==> src/hw/rtl/njtb_pkg.sv <==
// ----------------------------------------------------------------------------
// njtb_pkg
// Shared types, constants and helpers for the neighbor joining tree builder.
// ----------------------------------------------------------------------------
package njtb_pkg;

  localparam int SLOT_W = 6;
  localparam int CNT_W  = 7;
  localparam int LEN_W  = 32;
  localparam int DEN_W  = 8;

  localparam logic [CNT_W-1:0] TAXA_RESET = 7'd64;
  localparam logic [CNT_W-1:0] TAXA_MIN   = 7'd3;

  // 100000.0 in Q16.16.
  localparam logic [63:0] START_BEST = 64'd6553600000;

  typedef struct packed {
    logic busy;
    logic done;
  } njtb_div_stat_t;

  // Linear address of the lower-triangular pair (hi > lo).
  function automatic logic [11:0] tri_addr(input logic [SLOT_W-1:0] hi,
                                           input logic [SLOT_W-1:0] lo);
    logic [11:0] prod;
    prod = 12'(hi) * 12'(hi - 6'd1);
    return (prod >> 1) + 12'(lo);
  endfunction

endpackage

==> src/hw/rtl/njtb_floordiv.sv <==
// ----------------------------------------------------------------------------
// njtb_floordiv
// Bit-serial floor division of a signed numerator by a small positive divisor.
// ----------------------------------------------------------------------------
module njtb_floordiv import njtb_pkg::*; #(
  parameter int NW = 42
) (
  input  logic                 clk,
  input  logic                 rst,
  input  logic                 start,
  input  logic signed [NW-1:0] num,
  input  logic [DEN_W-1:0]     den,
  output logic signed [NW-1:0] quot,
  output njtb_div_stat_t       stat
);

  localparam int CW = $clog2(NW);

  logic             busy;
  logic             done;
  logic             neg;
  logic [NW-1:0]    q;
  logic [DEN_W-1:0] rem;
  logic [DEN_W-1:0] den_r;
  logic [CW-1:0]    cnt;
  logic [DEN_W:0]   shifted;
  logic             ge;
  logic [NW-1:0]    adj;

  assign shifted = {rem, q[NW-1]};
  assign ge      = shifted >= {1'b0, den_r};

  always_ff @(posedge clk) begin
    if (rst) begin
      busy <= 1'b0;
      done <= 1'b0;
    end else begin
      if (start) begin
        busy  <= 1'b1;
        done  <= 1'b0;
        neg   <= num[NW-1];
        q     <= num[NW-1] ? NW'(-num) : NW'(num);
        rem   <= '0;
        den_r <= den;
        cnt   <= '0;
      end else if (busy) begin
        rem  <= ge ? DEN_W'(shifted - {1'b0, den_r}) : shifted[DEN_W-1:0];
        q    <= {q[NW-2:0], ge};
        cnt  <= cnt + 1'b1;
        done <= (cnt == CW'(NW - 1));
        if (cnt == CW'(NW - 1)) begin
          busy <= 1'b0;
        end
      end else begin
        done <= 1'b0;
      end
    end
  end

  // A negative numerator rounds its magnitude quotient up, then negates.
  assign adj  = q + NW'(rem != '0);
  assign quot = neg ? $signed(-adj) : $signed(q);

  assign stat.busy = busy;
  assign stat.done = done;

endmodule
==> config.mk <==
export PLATFORM = sky130hd
export DESIGN_NAME = njtb_floordiv
export DESIGN_NICKNAME = d
export VERILOG_FILES = /design/src/hw/rtl/njtb_pkg.sv /design/src/hw/rtl/njtb_floordiv.sv
export SDC_FILE = /design/constraint.sdc
export NUM_CORES = 1
export LEC_CHECK = 0
export ABC_AREA = 0
export BUFFER_PORTS_ARGS = -buffer_cell sky130_fd_sc_hd__buf_2
export CAP_MARGIN = 40
export CORE_MARGIN = 2
export CORE_UTILIZATION = 50
export CTS_BUF_LIST = sky130_fd_sc_hd__clkbuf_2 sky130_fd_sc_hd__clkbuf_4 sky130_fd_sc_hd__clkbuf_8
export CTS_CLUSTER_DIAMETER = 50
export DETAILED_ROUTE_END_ITERATION = 8
export GPL_TIMING_DRIVEN = 0
export PLACE_DENSITY_LB_ADDON = 0.12
export SLEW_MARGIN = 25
export SYNTH_ARGS = -nofsm -noshare
export SYNTH_HDL_FRONTEND = slang
export SYNTH_SLANG_ARGS = --single-unit
==> constraint.sdc <==
create_clock -name clk -period 4.36 [get_ports clk]
set_input_delay 0.218 -clock clk [delete_from_list [all_inputs] [get_ports clk]]
set_output_delay 0.218 -clock clk [all_outputs]
set_load 0.05 [all_outputs]
Word-level counts from Yosys, hierarchy flattened --
Cells that the tools add are included. W data, S select, Z words.
Operators by class: add/sub/neg operators 5, order comparisons 1, equal/unequal tests 1, muxes and demuxes 10, bitwise gates (word level) 2, reductions and logical operators 5
Operator list (count):
- $mux W42 | 4
- $neg A42 Y42 | 2
- $add A42 B1 Y42 | 1
- $mux W8 | 2
- $ge A9 B8 Y1 | 1
- $reduce_bool A8 Y1 | 1
- $sub A8 B8 Y8 | 1
- $add A6 B1 Y6 const B | 1
- $eq A6 B6 Y1 const B | 1
- $mux W6 | 1
- $reduce_and A2 Y1 | 2
- $mux W1 | 3
- $reduce_or A3 Y1 | 1
- $not A1 Y1 | 2
- $reduce_bool A2 Y1 | 1
Word-level totals: flip-flop bits (word level) 67, input bits 53, output and inout bits 44, word-level logic and storage cells 31

Longest topological paths before layout --
Gate-level depths: netlist (run 1).
word-level depth 4, mapped depth 13, gate-level depth less buffers 13

Worst setup path after synthesis (run 1) --
OpenSTA, ideal clock, no wires.
kind register to output, start point reg rem[0], end point out quot[39], arrival time 4008 ps, required time 4142 ps, setup slack 134 ps, stages on the path, launching flop included 13, buffers on the path 0, path through edfxtp_1 -> or4_1 -> nor2_1 -> ha_1 -> ha_1 -> inv_1 -> ha_1 -> o21bai_1 -> a31oi_1 -> o31a_1 -> a211o_1 -> o21a_1 -> o311ai_1
On the way: longest elaborated chain between the ends 4
Ends and longest elaborated chain:
- start, declared | RTL line njtb_floordiv.sv:23 | logic [DEN_W-1:0] rem;
- start signal, assigned | RTL line njtb_floordiv.sv:47 | rem <= ge ? DEN_W'(shifted - {1'b0, den_r}) : shifted[DEN_W-1:0];
- $reduce_bool A8 Y1 | RTL line njtb_floordiv.sv:61 | assign adj = q + NW'(rem != '0);
- $add A42 B1 Y42 | RTL line njtb_floordiv.sv:61
- $neg A42 Y42 | RTL line njtb_floordiv.sv:62 | assign quot = neg ? $signed(-adj) : $signed(q);
- $mux W42 | RTL line njtb_floordiv.sv:62
- end, declared | RTL line njtb_floordiv.sv:13 | output logic signed [NW-1:0] quot,
No other way between the ends.

Final worst setup path (run 1) --
start point reg rem[7], end point out quot[27]
The elaborated chain is that of the path after synthesis.

==> impl_summary.md, run 1 <==
Routing
The wire length per cell after detailed routing is roughly 17 µm. The ratio of routed vias to standard cells is 5.91. The routed layout has 6,896 vias. The number of detailed-route iterations in the first pass is 5. The initial detailed-routing violation count is 500. After detailed routing, the number of remaining DRC violations is 0. The number of nets still failing antenna checks after routing is 0.

Summed over all layers, the routed wires come to about 20,000 µm.

Status
The run finished with clean final reports.

Clocking
The insertion delay of the later-clocked pin in the worst-skew pair is 360 ps. The clock root buffer is clkbuf_8. For this design, the CTS-stage hold fixing added 0 buffers. After clock tree synthesis, the clock-pin slew on the worst setup and hold paths is approximately 70 ps. The CTS tree is built. The CTS sink count is 67. No sink is reached through more buffers than the 2 on the longest clock path. The number of buffers created by CTS is 9. The H-tree was split into 3 levels.

Global routing
The leftover overflow at the end of global routing is 0. The maximum number of pins on one net before global-route repair is 22. In the global route stage, met3 resource usage came out at 3.44%.

The number of global-route vias before repair came to 6,352. The met2 track utilization from global routing is 42.2%. The global routing stage identified its most utilized layer as met2.

The initial antenna violation count is 3. The overall global routing resource usage is a little over a quarter. The global routing usage on met1 is a little under two fifths.

The first global-routing pass estimated 31,500 µm of wire.

Setup path
Together, buffers and inverters on the worst path number 2. Following the worst setup path forward leads to its endpoint at quot[27]. The critical path goes through or4_4 > nor2_4 > ha_1 > ha_2 > inv_1 > ha_2 > o21bai_4 > a31oi_4 > o31a_1 > a211o_1 > a211o_1 > o311ai_2 > buf_6.

The launching element of the worst setup path is rem[7]. The maximum fanout count along the critical path is 5. Measured in cells, the most critical reg-to-reg path has a length of 9. The worst register-to-register path has a setup slack of 1830 ps. The category of cells accounting for the largest share of critical-path delay is compound AO/OA/AOI/OAI gates. The category of the worst setup path capture point is an output port.

The reg-to-reg endpoint is rem[0]. The source of the worst register-to-register timing path is rem[0]. At the worst endpoint, the required time is 4140 ps. The class of the most critical setup path is register to output port. The instance count on the critical path is 13. Data on the critical path arrives at its endpoint at 3980 ps.

The largest stage delay on the critical path is roughly 550 ps. The cell with the largest stage delay on the worst path is or4_4. STA classifies the critical path startpoint as a register.

Logic synthesis
The dominant synthesized flop cell is edfxtp_1. In the post-synthesis netlist, the cell with the most instances is a21oi_1. In the post-synthesis netlist, the biggest area contributors are edfxtp_1 (28%), ha_1 (9.7%), a21oi_1 (7.1%), xor2_1 (6.5%), nor2_1 (5.1%). The fraction of synthesis flops using an asynchronous set or reset pin is 0%. The number of warnings issued by yosys is 0. The synthesized design contains 65 enable-type register cells. In the synthesized netlist, the number of instances is 864. The post-synthesis average cell area is 8.10 µm². Sorting the synthesized cells by how often they occur yields a21oi_1 (99), nor2_1 (95), nand2_1 (73), inv_1 (67), edfxtp_1 (65). The flop and latch count out of synthesis is 67. The post-synthesis instance area is approximately 7000 µm².

Counting every net in the synthesized netlist gives 972. The area share of the largest cell type after synthesis is roughly 28%. The dominant cell type by area after synthesis is edfxtp_1. After synthesis, flip-flops and latches occupy 28.5% of the total area. The post-synthesis cell type count is just over 70.

Floorplanning
For this design the top-level I/O count stands at 97. The core region is 13,800 µm². The die covers ~15,000 µm². From bottom edge to top edge, the die measures around 120 µm. The initial utilization of the core area, before any placement, comes to between 50% and 60%. Row generation in the floorplan step produced 43 rows. The die extent in x is 122 µm.

Run
The tool flagged a number of max-cap violations equal to 0.

Placement
After detailed placement, the design holds a cell count of 1,142. The area after detailed placement is 7770 µm². At the end of routability-driven placement, the weighted congestion stood at between 0.9 and 1. The HPWL reported at the end of detailed placement is 15,600 µm. The worst slack at placement is around 110 ps.

Port buffering added 95 buffers.

Pwr
Dividing total power by cell area gives a power density of roughly 320 nW/µm². The design draws approximately 2.6 mW. The analysis attributes to cell leakage a power of 3.42 nW. The worst IR drop on VDD is roughly 0.0002 V.

Finish
Cells fill between 50% and 60% of the core in the end. The finished cells cover around 8200 µm². Excluding fillers, the count of instances in the completed layout stands at 1,166.

Registers take approximately 2000 µm². The layout has roughly 1,300 filler cells. From synthesis to final layout, the design area changed by 16.5%. The fraction of final layout cells with drive strength greater than 1 is 17.5%.

Summing all multi-input logic gate instances after layout gives 4680 µm². The number of nets in the layout is 1,087.

Timing
The maximum achievable frequency is 238 MHz. The worst slack on hold paths is 35.3 ps. On the final layout, the worst clock skew is 11.3 ps.

The worst slew slack as a fraction of its limit is 45.4%. Setup violations remaining at the end of the flow were counted as 0. The transition time of the tightest slew-check pin is about 820 ps. Adding up every negative setup slack in the final design gives 0 ps. The period utilization is between 90% and 100%. The smallest clock period supported by the final layout is computed as 4200 ps. Setup repair after global routing left no endpoint under its margin. The number of slew-limit violations in the final report came to 0. The hold violation total from the final report was 0. Across all setup checks in the final design, the least slack found is 164 ps.

Hold path
The worst min-delay path category is input pin to register.
## logic make-up after synthesis
group,Yosys count,synth area share (%)
compound gates,276,25.0
xor+xnor,69,8.64
fa+ha+maj,55,9.94
buf+inv,102,6.05
flops,67,28.5
mux,18,2.63
simple gates,277,19.2
## layer usage
layer | wire length, µm | vias up | part of all wire [%]
li1 | - | 3408 | -
met1 | 9260 | 3212 | 46
met2 | 9180 | 228 | 46
met3 | 1020 | 46 | 5.1
met4 | 603 | 2 | 3.0
met5 | 13 | - | 0.065
## sequential cells by signal, summed over array words and instances (netlist names)
name   flops
neg        1
busy       1
cnt        6
den_r      8
done       1
q         42
rem        8
## final cells by class
class	count	area share, %
Antenna cell	2	0.0614
Sequential cell	67	24.4
Timing Repair Buffer	104	7.47
Buffer	35	2.10
Multi-Input combinational cell	695	57.4
Clock inverter	7	1.14
Tap cell	180	2.76
Clock buffer	9	1.52
Inverter	67	3.08
## where the power goes
group	internal [mW]	switching, mW
clock network	0.319	0.254
logic	0.400	0.807
registers	0.770	0.0436
total	1.49	1.10
## worst reg2reg max path, delay by kind of cell (launching register included)
| kind | cells | cell delay [ps] |
|---|---|---|
| simple gates | 2 | 270 |
| flops | 1 | 420 |
| buf+inv | 1 | 170 |
| fa+ha+maj | 1 | 290 |
| compound gates | 5 | 1200 |
## how the worst min path moves through the flow
| stage | start | endpoint | cells after the start |
|---|---|---|---|
| 2_1_floorplan | rst | busy | 1 |
| 3_3_place_gp | den[7] | den_r[7] | 1 |
| 3_5_place_dp | den[0] | den_r[0] | 1 |
| 4_1_cts | den[4] | den_r[4] | 1 |
| 5_1_grt | den[5] | den_r[5] | 1 |
| 6_report | den[6] | den_r[6] | 1 |
## cell usage in the layout (no fill, tap or decap), drive strengths merged, types with 6 or more instances in the layout
cell type and n:
o21a 6, nand4 14, nor2 95, or3 11
xor2 52, edfxtp 65, xnor2 17, nand3 30
clkbuf 36, ha 54, a21o 12, nor3 10
o21ai 60, a21oi 99, a211o 9, nand2 73
buf 111, nand2b 6, o211ai 10, mux2i 15
or2 7, inv 67, o31ai 20, or4 6
o21bai 6, a31oi 10, a211oi 9, nor4 7
## timing repair
item	CTS	global route
resized for setup	9	17
cloned	0	0
endpoints found under the setup margin	8	14
pin swaps	1	5
buffers inserted	2	3
Power figures use the tool's default switching activity.
==> run 2: changes to the inputs <==
--- a/config.mk
+++ b/config.mk
@@ -6,14 +6,15 @@
 export NUM_CORES = 1
 export LEC_CHECK = 0
 export ABC_AREA = 0
-export BUFFER_PORTS_ARGS = -buffer_cell sky130_fd_sc_hd__buf_2
 export CAP_MARGIN = 40
 export CORE_MARGIN = 2
 export CORE_UTILIZATION = 50
 export CTS_BUF_LIST = sky130_fd_sc_hd__clkbuf_2 sky130_fd_sc_hd__clkbuf_4 sky130_fd_sc_hd__clkbuf_8
 export CTS_CLUSTER_DIAMETER = 50
 export DETAILED_ROUTE_END_ITERATION = 8
+export DONT_BUFFER_PORTS = 1
 export GPL_TIMING_DRIVEN = 0
+export HOLD_SLACK_MARGIN = 0.15
 export PLACE_DENSITY_LB_ADDON = 0.12
 export SLEW_MARGIN = 25
 export SYNTH_ARGS = -nofsm -noshare
==> run 2 against run 1 <==
Effect of this change:
- non-clock buffer count is 42 lower
- sequential cell count stayed put
- clock power is 26% lower
- critical path depth is 1 higher
- combinational power hardly changed
- core utilization is 0.44 points lower
- total power is 5.0% lower
- sequential power hardly changed
==> impl_summary.md, run 2 (same netlist as run 1, synthesis figures left out) <==
Timing
The worst slew slack as a fraction of its limit is 41.9%. The least setup slack across all paths after layout is 87.6 ps. Of the available clock period, the critical path in the final layout requires between 90% and 100%.

The routed design could run at a clock period as short as 4270 ps. For the final database, setup skew stands at around 11 ps. The number of slew-limit violations in the final report was 0.

At the pin with the least slew margin, the transition time is 872 ps. The setup TNS is 0 ps. Setup violations remaining at the end of the flow were counted as 0. The maximum achievable frequency is 234 MHz. The hold violation total from the final report is 0.

Floorplanning
The die is 122 µm wide. The number of primary I/O pins is 97. The height of the die is 122 µm. The region available for standard cell placement spans 13,800 µm².

The number of core rows is 43. Once the floorplan was initialized, standard cells occupied 50.8% of the core. The die covers between 10,000 and 15,000 µm².

Pwr
The leakage power is between 3 and 4 nW. The combinational group share of total power is between 40 and 50%. Dividing total power by cell area gives a power density of between 300 and 400 nW/µm².

The internal power of the cells totals 1.38 mW. The fraction of power consumed by sequential logic is 33.0%. The power spent charging and discharging nets is 1.08 mW.

After layout, the design draws a total of 2.47 mW. Of the total power, the share spent switching nets is 43.9%. The fraction of power consumed by the clock network is 17.2%.

The worst-case IR drop observed on VDD is 0.000192 V.

Finish
The fraction of final layout cells with drive strength greater than 1 is 11.5%. The net count of the finished layout is 1,045. Counting flops per register, the top entry is q. Compared with the post-synthesis result, the final layout area differs by 15.7%. In the final layout, the registers with the most flip-flops are q: 42 flops, den_r: 8 flops, rem: 8 flops. Leaving out fill and tap cells, the most frequent cell in the layout is a21oi_1.

The register with the most flip-flops in the layout has 42 of them. After routing the design area is 8090 µm². The number of antenna repair diodes is 0. In the layout the commonest cells are a21oi_1 (99), nor2_1 (93), nand2_1 (73).

Placement
In this run the tool buffered the top-level ports with 0 buffer cells. OpenSTA, run right after detailed placement, puts the worst setup slack at 33.9 ps. The congestion estimate from routability-driven global placement came to 1.01. The HPWL reported at the end of detailed placement is 16,300 µm. After detailed placement, the total cell area comes to around 7600 µm².

Hold path
The worst hold path begins at num[23]. The count of cells along the worst hold path is 2. The worst min-delay path category is input pin to register. The hold-critical path endpoint is q[23].

Routing
The detailed router placed 6,827 vias in this run. The first detailed-routing pass ran for 5 iterations. The DRC violations left is 0.

Dividing the detail-routed via count by the number of cells gives around 6.1. In the final routed layout, each cell accounts on average for 18.9 µm. The number of nets still failing antenna checks after routing is 0. The routed wire length is 21,200 µm. The detailed router finished its first iteration with 570 violations.

Global routing
The number of global-route vias before repair is 6,652. Entering global routing, the biggest net connects 21 pins. The wire length of the first global-routing pass is 33,200 µm. The initial antenna violation count was 0. The overall global routing resource usage is 28.5%.

Summed over all layers, the global routing overflow is 0.

Clocking
Clock-pin slew was measured on the worst setup and hold paths at 70 ps. The CTS sink count is 67. CTS built an H-tree with a depth of 3.

No sink is reached through more buffers than the 2 on the longest clock path. The number of buffers created by CTS is 9. The insertion delay of the later-clocked pin in the worst-skew pair is approximately 350 ps. The root buffer cell chosen for the clock tree is clkbuf_8. The CTS tree is built.

Setup path
The worst register-to-register path has a setup slack of roughly 1800 ps. The maximum fanout count along the critical path is 5. At the worst endpoint, the required time is 4140 ps.

In this run the critical register-to-register path is captured at rem[0]. The category of the worst setup path capture point is an output port. The worst register-to-register path has a depth of 9. The source of the worst register-to-register timing path is rem[0]. Data on the critical path arrives at its endpoint at 4050 ps. STA classifies the critical path startpoint as a register.

The class of the most critical setup path is register to output port.

Run
The number of max-capacitance violations reported is 0.

Status
The flow ran to the end, and the final reports show no timing, DRC or antenna violations.
run 2: critical path, stage by stage, from the launching register on:
cell,delay (ps)
edfxtp_1,450
or4_4,530
nor2_2,140
ha_1,160
ha_2,180
inv_1,40
ha_2,190
o21bai_4,210
a31oi_4,140
o31a_1,440
a211o_1,370
a211o_1,370
nand4_1,150
o311ai_4,130
buf_6,200
run 2: power groups by stage:
stage	sequential, mW	clock [mW]	combinational [mW]
2_1_floorplan	0.811	0	0.886
6_report	0.813	0.423	1.23
5_1_grt	0.819	0.454	1.33
3_3_place_gp	0.828	0	1.03
3_5_place_dp	0.826	0	1.16
4_1_cts	0.812	0.433	1.20
run 2: final cells by class:
cell class | instances | area, µm²
clock buffers | 9 | 124
repair buffers | 62 | 574
well taps | 180 | 225
multi-input cells | 695 | 4730
inverters | 67 | 251
flip-flops and latches | 67 | 1990
fillers | 1313 | 5680
clock inverters | 5 | 22.5
plain buffers | 35 | 171
run 2: worst max-delay path by stage:
stage	start	depth (start not counted)	to	slack, ps
floorplan	rem[0]	12	quot[39]	130
global placement	rem[0]	12	quot[37]	-520
detailed placement	rem[0]	13	quot[41]	30
CTS	rem[2]	13	quot[39]	5
global route	rem[2]	14	quot[27]	-8
finish	rem[4]	14	quot[27]	90
run 2: layer usage:
layer	up-vias	part of all wire (%)	track usage [%]
met3	51	6.1	5.81
met4	0	2.9	9.84
li1	3315	-	-
met1	3227	43	36.4
met2	234	48	47.9
met5	-	0	0
run 2: per-stage QoR:
stage               utilization, %  cells  hold slack [ps]
floorplan                        -    864              290
global placement              52.4   1044              293
CTS                           58.2   1116              150
finish                        58.8   1120              161
global route                  58.8   1120              157
detailed placement            54.9   1078              297
run 2: repair_timing:
| action | CTS | global route |
|---|---|---|
| pin swaps | 1 | 4 |
| hold buffers | 23 | 0 |
| endpoints found under the setup margin | 9 | 11 |
| hold endpoints to repair | 25 | 0 |
| buffers inserted | 1 | 3 |
| gates resized for setup | 11 | 9 |
==> run 3: changes to the inputs <==
--- a/config.mk
+++ b/config.mk
@@ -5,7 +5,7 @@
 export SDC_FILE = /design/constraint.sdc
 export NUM_CORES = 1
 export LEC_CHECK = 0
-export ABC_AREA = 0
+export ABC_AREA = 1
 export CAP_MARGIN = 40
 export CORE_MARGIN = 2
 export CORE_UTILIZATION = 50
==> run 3 against run 2 <==
Effect of this change:
- sequential share of layout area shrank 2.6 points
- first-iteration DRC count up 25%
- clock power rose by 24%
- die area is 16% higher
- area after synthesis rose by 16%
- sequential power is essentially flat
- hold slack improved by 1.6 ps
- critical endpoint is now quot[41]
- highest routed layer unchanged
==> impl_summary.md, run 3 <==
Logic synthesis
The number of nets in the synthesized netlist is 1,472. Yosys attributes the largest share of cell area to edfxtp_1 (24%), nand2_1 (22%), inv_1 (11%), ha_1 (8.3%), nor2_1 (6.6%). The netlist uses 45 different library cells. The flop and latch count out of synthesis is 67. The post-synthesis average cell area is 5.96 µm². Among all flip-flop cells after synthesis, the most frequent one is edfxtp_1.

In the synthesized netlist, the cells that appear most often are nand2_1 (482), inv_1 (238), nor2_1 (142), nand3_1 (102), edfxtp_1 (65). The number of warnings issued by yosys is 0. The dominant cell type by area after synthesis is edfxtp_1. After synthesis, flip-flops and latches occupy 24.5% of the total area. The fraction of synthesis flops using an asynchronous set or reset pin is 0%. After synthesis, the largest area contributor takes up 24.0% of total cell area.

The most common cell in the synthesized netlist is nand2_1. The number of standard cells after synthesis is 1,364. The count of flip-flops with a built-in enable after synthesis is 65.

The synthesized netlist occupies a cell area of 8130 µm².

Clocking
In this run the number of H-tree levels came out at 3. The number of buffers created by CTS is 9. TritonCTS built the clock tree. The post-CTS clock slew at the launch and capture registers of the worst setup and hold paths is 80 ps. The largest buffer count on any clock path is 2. Counting every sink on the clock net gives 67. The number of setup buffers added after CTS is 0. At the later pin of the worst-skew pair, clock insertion delay measures roughly 350 ps. The clock root buffer is clkbuf_8.

Floorplanning
The initialized floorplan defines 46 standard-cell rows. In this run the count of I/O pins placed on the die edge is 97. The height of the die is between 100 and 150 µm. The die extent in x is 131 µm. The initial core utilization is 51.2%.

The full die area is 17,300 µm². The total area inside the core boundary comes to 15,900 µm².

Setup path
The class of the most critical setup path is register to output port. The type of element launching the critical path is a register. Of all nets on the critical path, the largest fanout is 5.

STA puts the critical path data required time at 4140 ps. The launching element of the worst setup path is rem[0]. On the worst path, the slowest cell contributes a delay of 450 ps.

The source of the worst register-to-register timing path is rem[1]. At the worst endpoint, the arrival time is 3560 ps. Counting stages on the worst path, the most repeated cell is nand2_1. Traced cell by cell, the critical path runs through nor4_1 > and2_1 > ha_1 > ha_1 > inv_1 > ha_1 > inv_1 > nand2_1 > nand2_1 > nand3_1 > nand2_1 > nand2_1 > nand3_2 > nand2_1 > nand3_1 > nand3_1 > nand2_1. The minimum setup slack among reg-to-reg paths is 2250 ps.

The slowest stage of the critical path belongs to the cell edfxtp_1. The category of the worst setup path capture point is an output port.

Routing
For this run, design rule violations remaining after detail routing come to 0. The ratio of routed vias to standard cells is 5.14. The wire length per cell after detailed routing is 15.0 µm. The number of nets still failing antenna checks after routing is 0. The initial detailed-routing violation count is about 700. The routed wire length is roughly 25,000 µm. The pre-antenna-repair detailed-routing pass consisted of 6 iterations.

The number of vias after detailed routing is 8,459.

Timing
The setup TNS is 0 ps. The number of setup violations in the final report is 0. The transition time of the tightest slew-check pin is 717 ps.

The number of slew-limit violations in the final report is 0. The tightest hold path in the finished design has a slack of 163 ps. The largest clock skew in the final design is 8.51 ps. The worst path uses 86.7% of the clock period.

The worst slew slack as a fraction of its limit is 52.2%. For the finished layout, the period the worst path requires is between 3000 and 4000 ps. Setup repair after global routing left no endpoint under its margin. The maximum achievable frequency is 264 MHz.

The hold violation total from the final report is 0.

Finish
The post-route netlist has under 10% of its cells at a drive strength greater than 1. The top cell types in the final layout, fill and taps aside, are nand2_1 (482), inv_1 (238), nor2_1 (142). The number of antenna repair diodes is 0. The number of inserted filler cells in the final layout is 1,644. The post-route cell area is about 9100 µm². The largest registers in the layout are q: 42 flops, den_r: 8 flops, rem: 8 flops. The register with the most flip-flops in the layout has 42 of them.

Relative to the synthesized area, the layout overhead comes to 11.5%. The number of nets in the layout is 1,532. The top register by number of flip-flops is q. Leaving out fill and tap cells, the most frequent cell in the layout is nand2_1.

Hold path
The tightest min-delay check is of the input pin to register type. The start point of the worst hold path is num[3].

Global routing
The number of global-route vias before repair came to 7,881. After global routing the overflow that remains totals 0. The overall global routing resource usage is between 20 and 30%.

The maximum number of pins on one net before global-route repair is 24. The initial antenna violation count is 0. The first global-routing pass estimated 39,600 µm of wire.

Placement
The HPWL reported at the end of detailed placement is 20,400 µm. The area after detailed placement is 8670 µm². At the end of routability-driven placement, the weighted congestion stood at approximately 0.94.

The count of input and output buffers is 0.

Pwr
IR analysis of the VDD net gives a maximum drop of 0.000221 V. Combinational cells account for 47.5% of the total power. In this run the static leakage power is ~4.7 nW. The fraction of power consumed by sequential logic is 32.0%.

The switching part of the total power is between 40% and 50%. The internal power of the cells totals 1.41 mW. The completed layout was analyzed and its total power is 2.55 mW.

The fraction of power consumed by the clock network is approximately a fifth. Summed over all nets, the switching power comes to 1.15 mW. In this run the power density over the cells is 282 nW/µm².

Status
The flow ran to the end, and the final reports show no timing, DRC or antenna violations.

Run
The number of max-capacitance violations reported is 0.
-- run 3: changes by cell type after synthesis, sizes merged, moves of 11 or more --
cell	previous run	this run
nand3	30	107
a21oi	99	50
or3	11	0
a21o	12	1
o31ai	20	1
nand2	73	489
mux2i	15	0
clkbuf	26	13
o21ai	60	76
xor2	52	23
inv	67	243
nor2	95	151
-- run 3: logic make-up after synthesis --
kind of cell | after synthesis | synth area share (%)
buf+inv | 271 | 12.7
compound gates | 146 | 9.65
xor+xnor | 36 | 3.88
simple gates | 789 | 40.7
flops | 67 | 24.5
fa+ha+maj | 55 | 8.56
-- run 3: worst max-delay path, delay by kind of cell (launching register included) --
family                     cells  cell delay, ps
adders and majority gates      3             660
buffers and inverters          2             170
DFF                            1             450
and+or+nand+nor               12            1920
-- run 3: area by class of cell --
class | instances | area [µm²] | share of cell area (%)
inverters | 245 | 920 | 10.1
plain buffers | 26 | 114 | 1.26
clock buffers | 9 | 124 | 1.37
flip-flops and latches | 67 | 1990 | 22.0
well taps | 216 | 270 | 2.98
multi-input cells | 1026 | 5110 | 56.4
repair buffers | 49 | 455 | 5.02
clock inverters | 7 | 76.3 | 0.842
-- run 3: per-layer routing --
| metal | vias up | track usage, % | share of wire, % |
|---|---|---|---|
| met2 | 247 | 46.2 | 44 |
| met5 | - | 0 | 0 |
| met3 | 25 | 4.67 | 6.9 |
| met1 | 3769 | 39.9 | 47 |
| met4 | 0 | 7.31 | 1.6 |
| li1 | 4418 | - | - |
-- run 3: metrics by stage --
step / worst slack (ps) / instances / util [%]
detailed placement: 960 / 1610 / 54.6
CTS: 555 / 1645 / 57.1
global route: 282 / 1645 / 57.1
global placement: -778 / 1580 / 52.9
finish: 579 / 1645 / 57.1
floorplan: 725 / 1364 / -
-- run 3: path summary, 6_finish.rpt --
check,end,cells after the start
worst max-delay path,quot[41],17
worst min-delay path,q[3],2
worst max register to register,rem[2],10
worst min register to register,done,2
-- run 3: power groups by stage --
stage / combinational [mW] / sequential (mW) / clock (mW)
4_1_cts: 1.21 / 0.814 / 0.529
5_1_grt: 1.34 / 0.822 / 0.551
3_5_place_dp: 1.19 / 0.829 / 0
3_3_place_gp: 1.10 / 0.833 / 0
6_report: 1.21 / 0.816 / 0.525
2_1_floorplan: 0.911 / 0.813 / 0
-- run 3: repair_timing --
item,CTS,global route
hold buffers,19,0
gates resized for setup,0,0
endpoints found under the hold margin,34,0
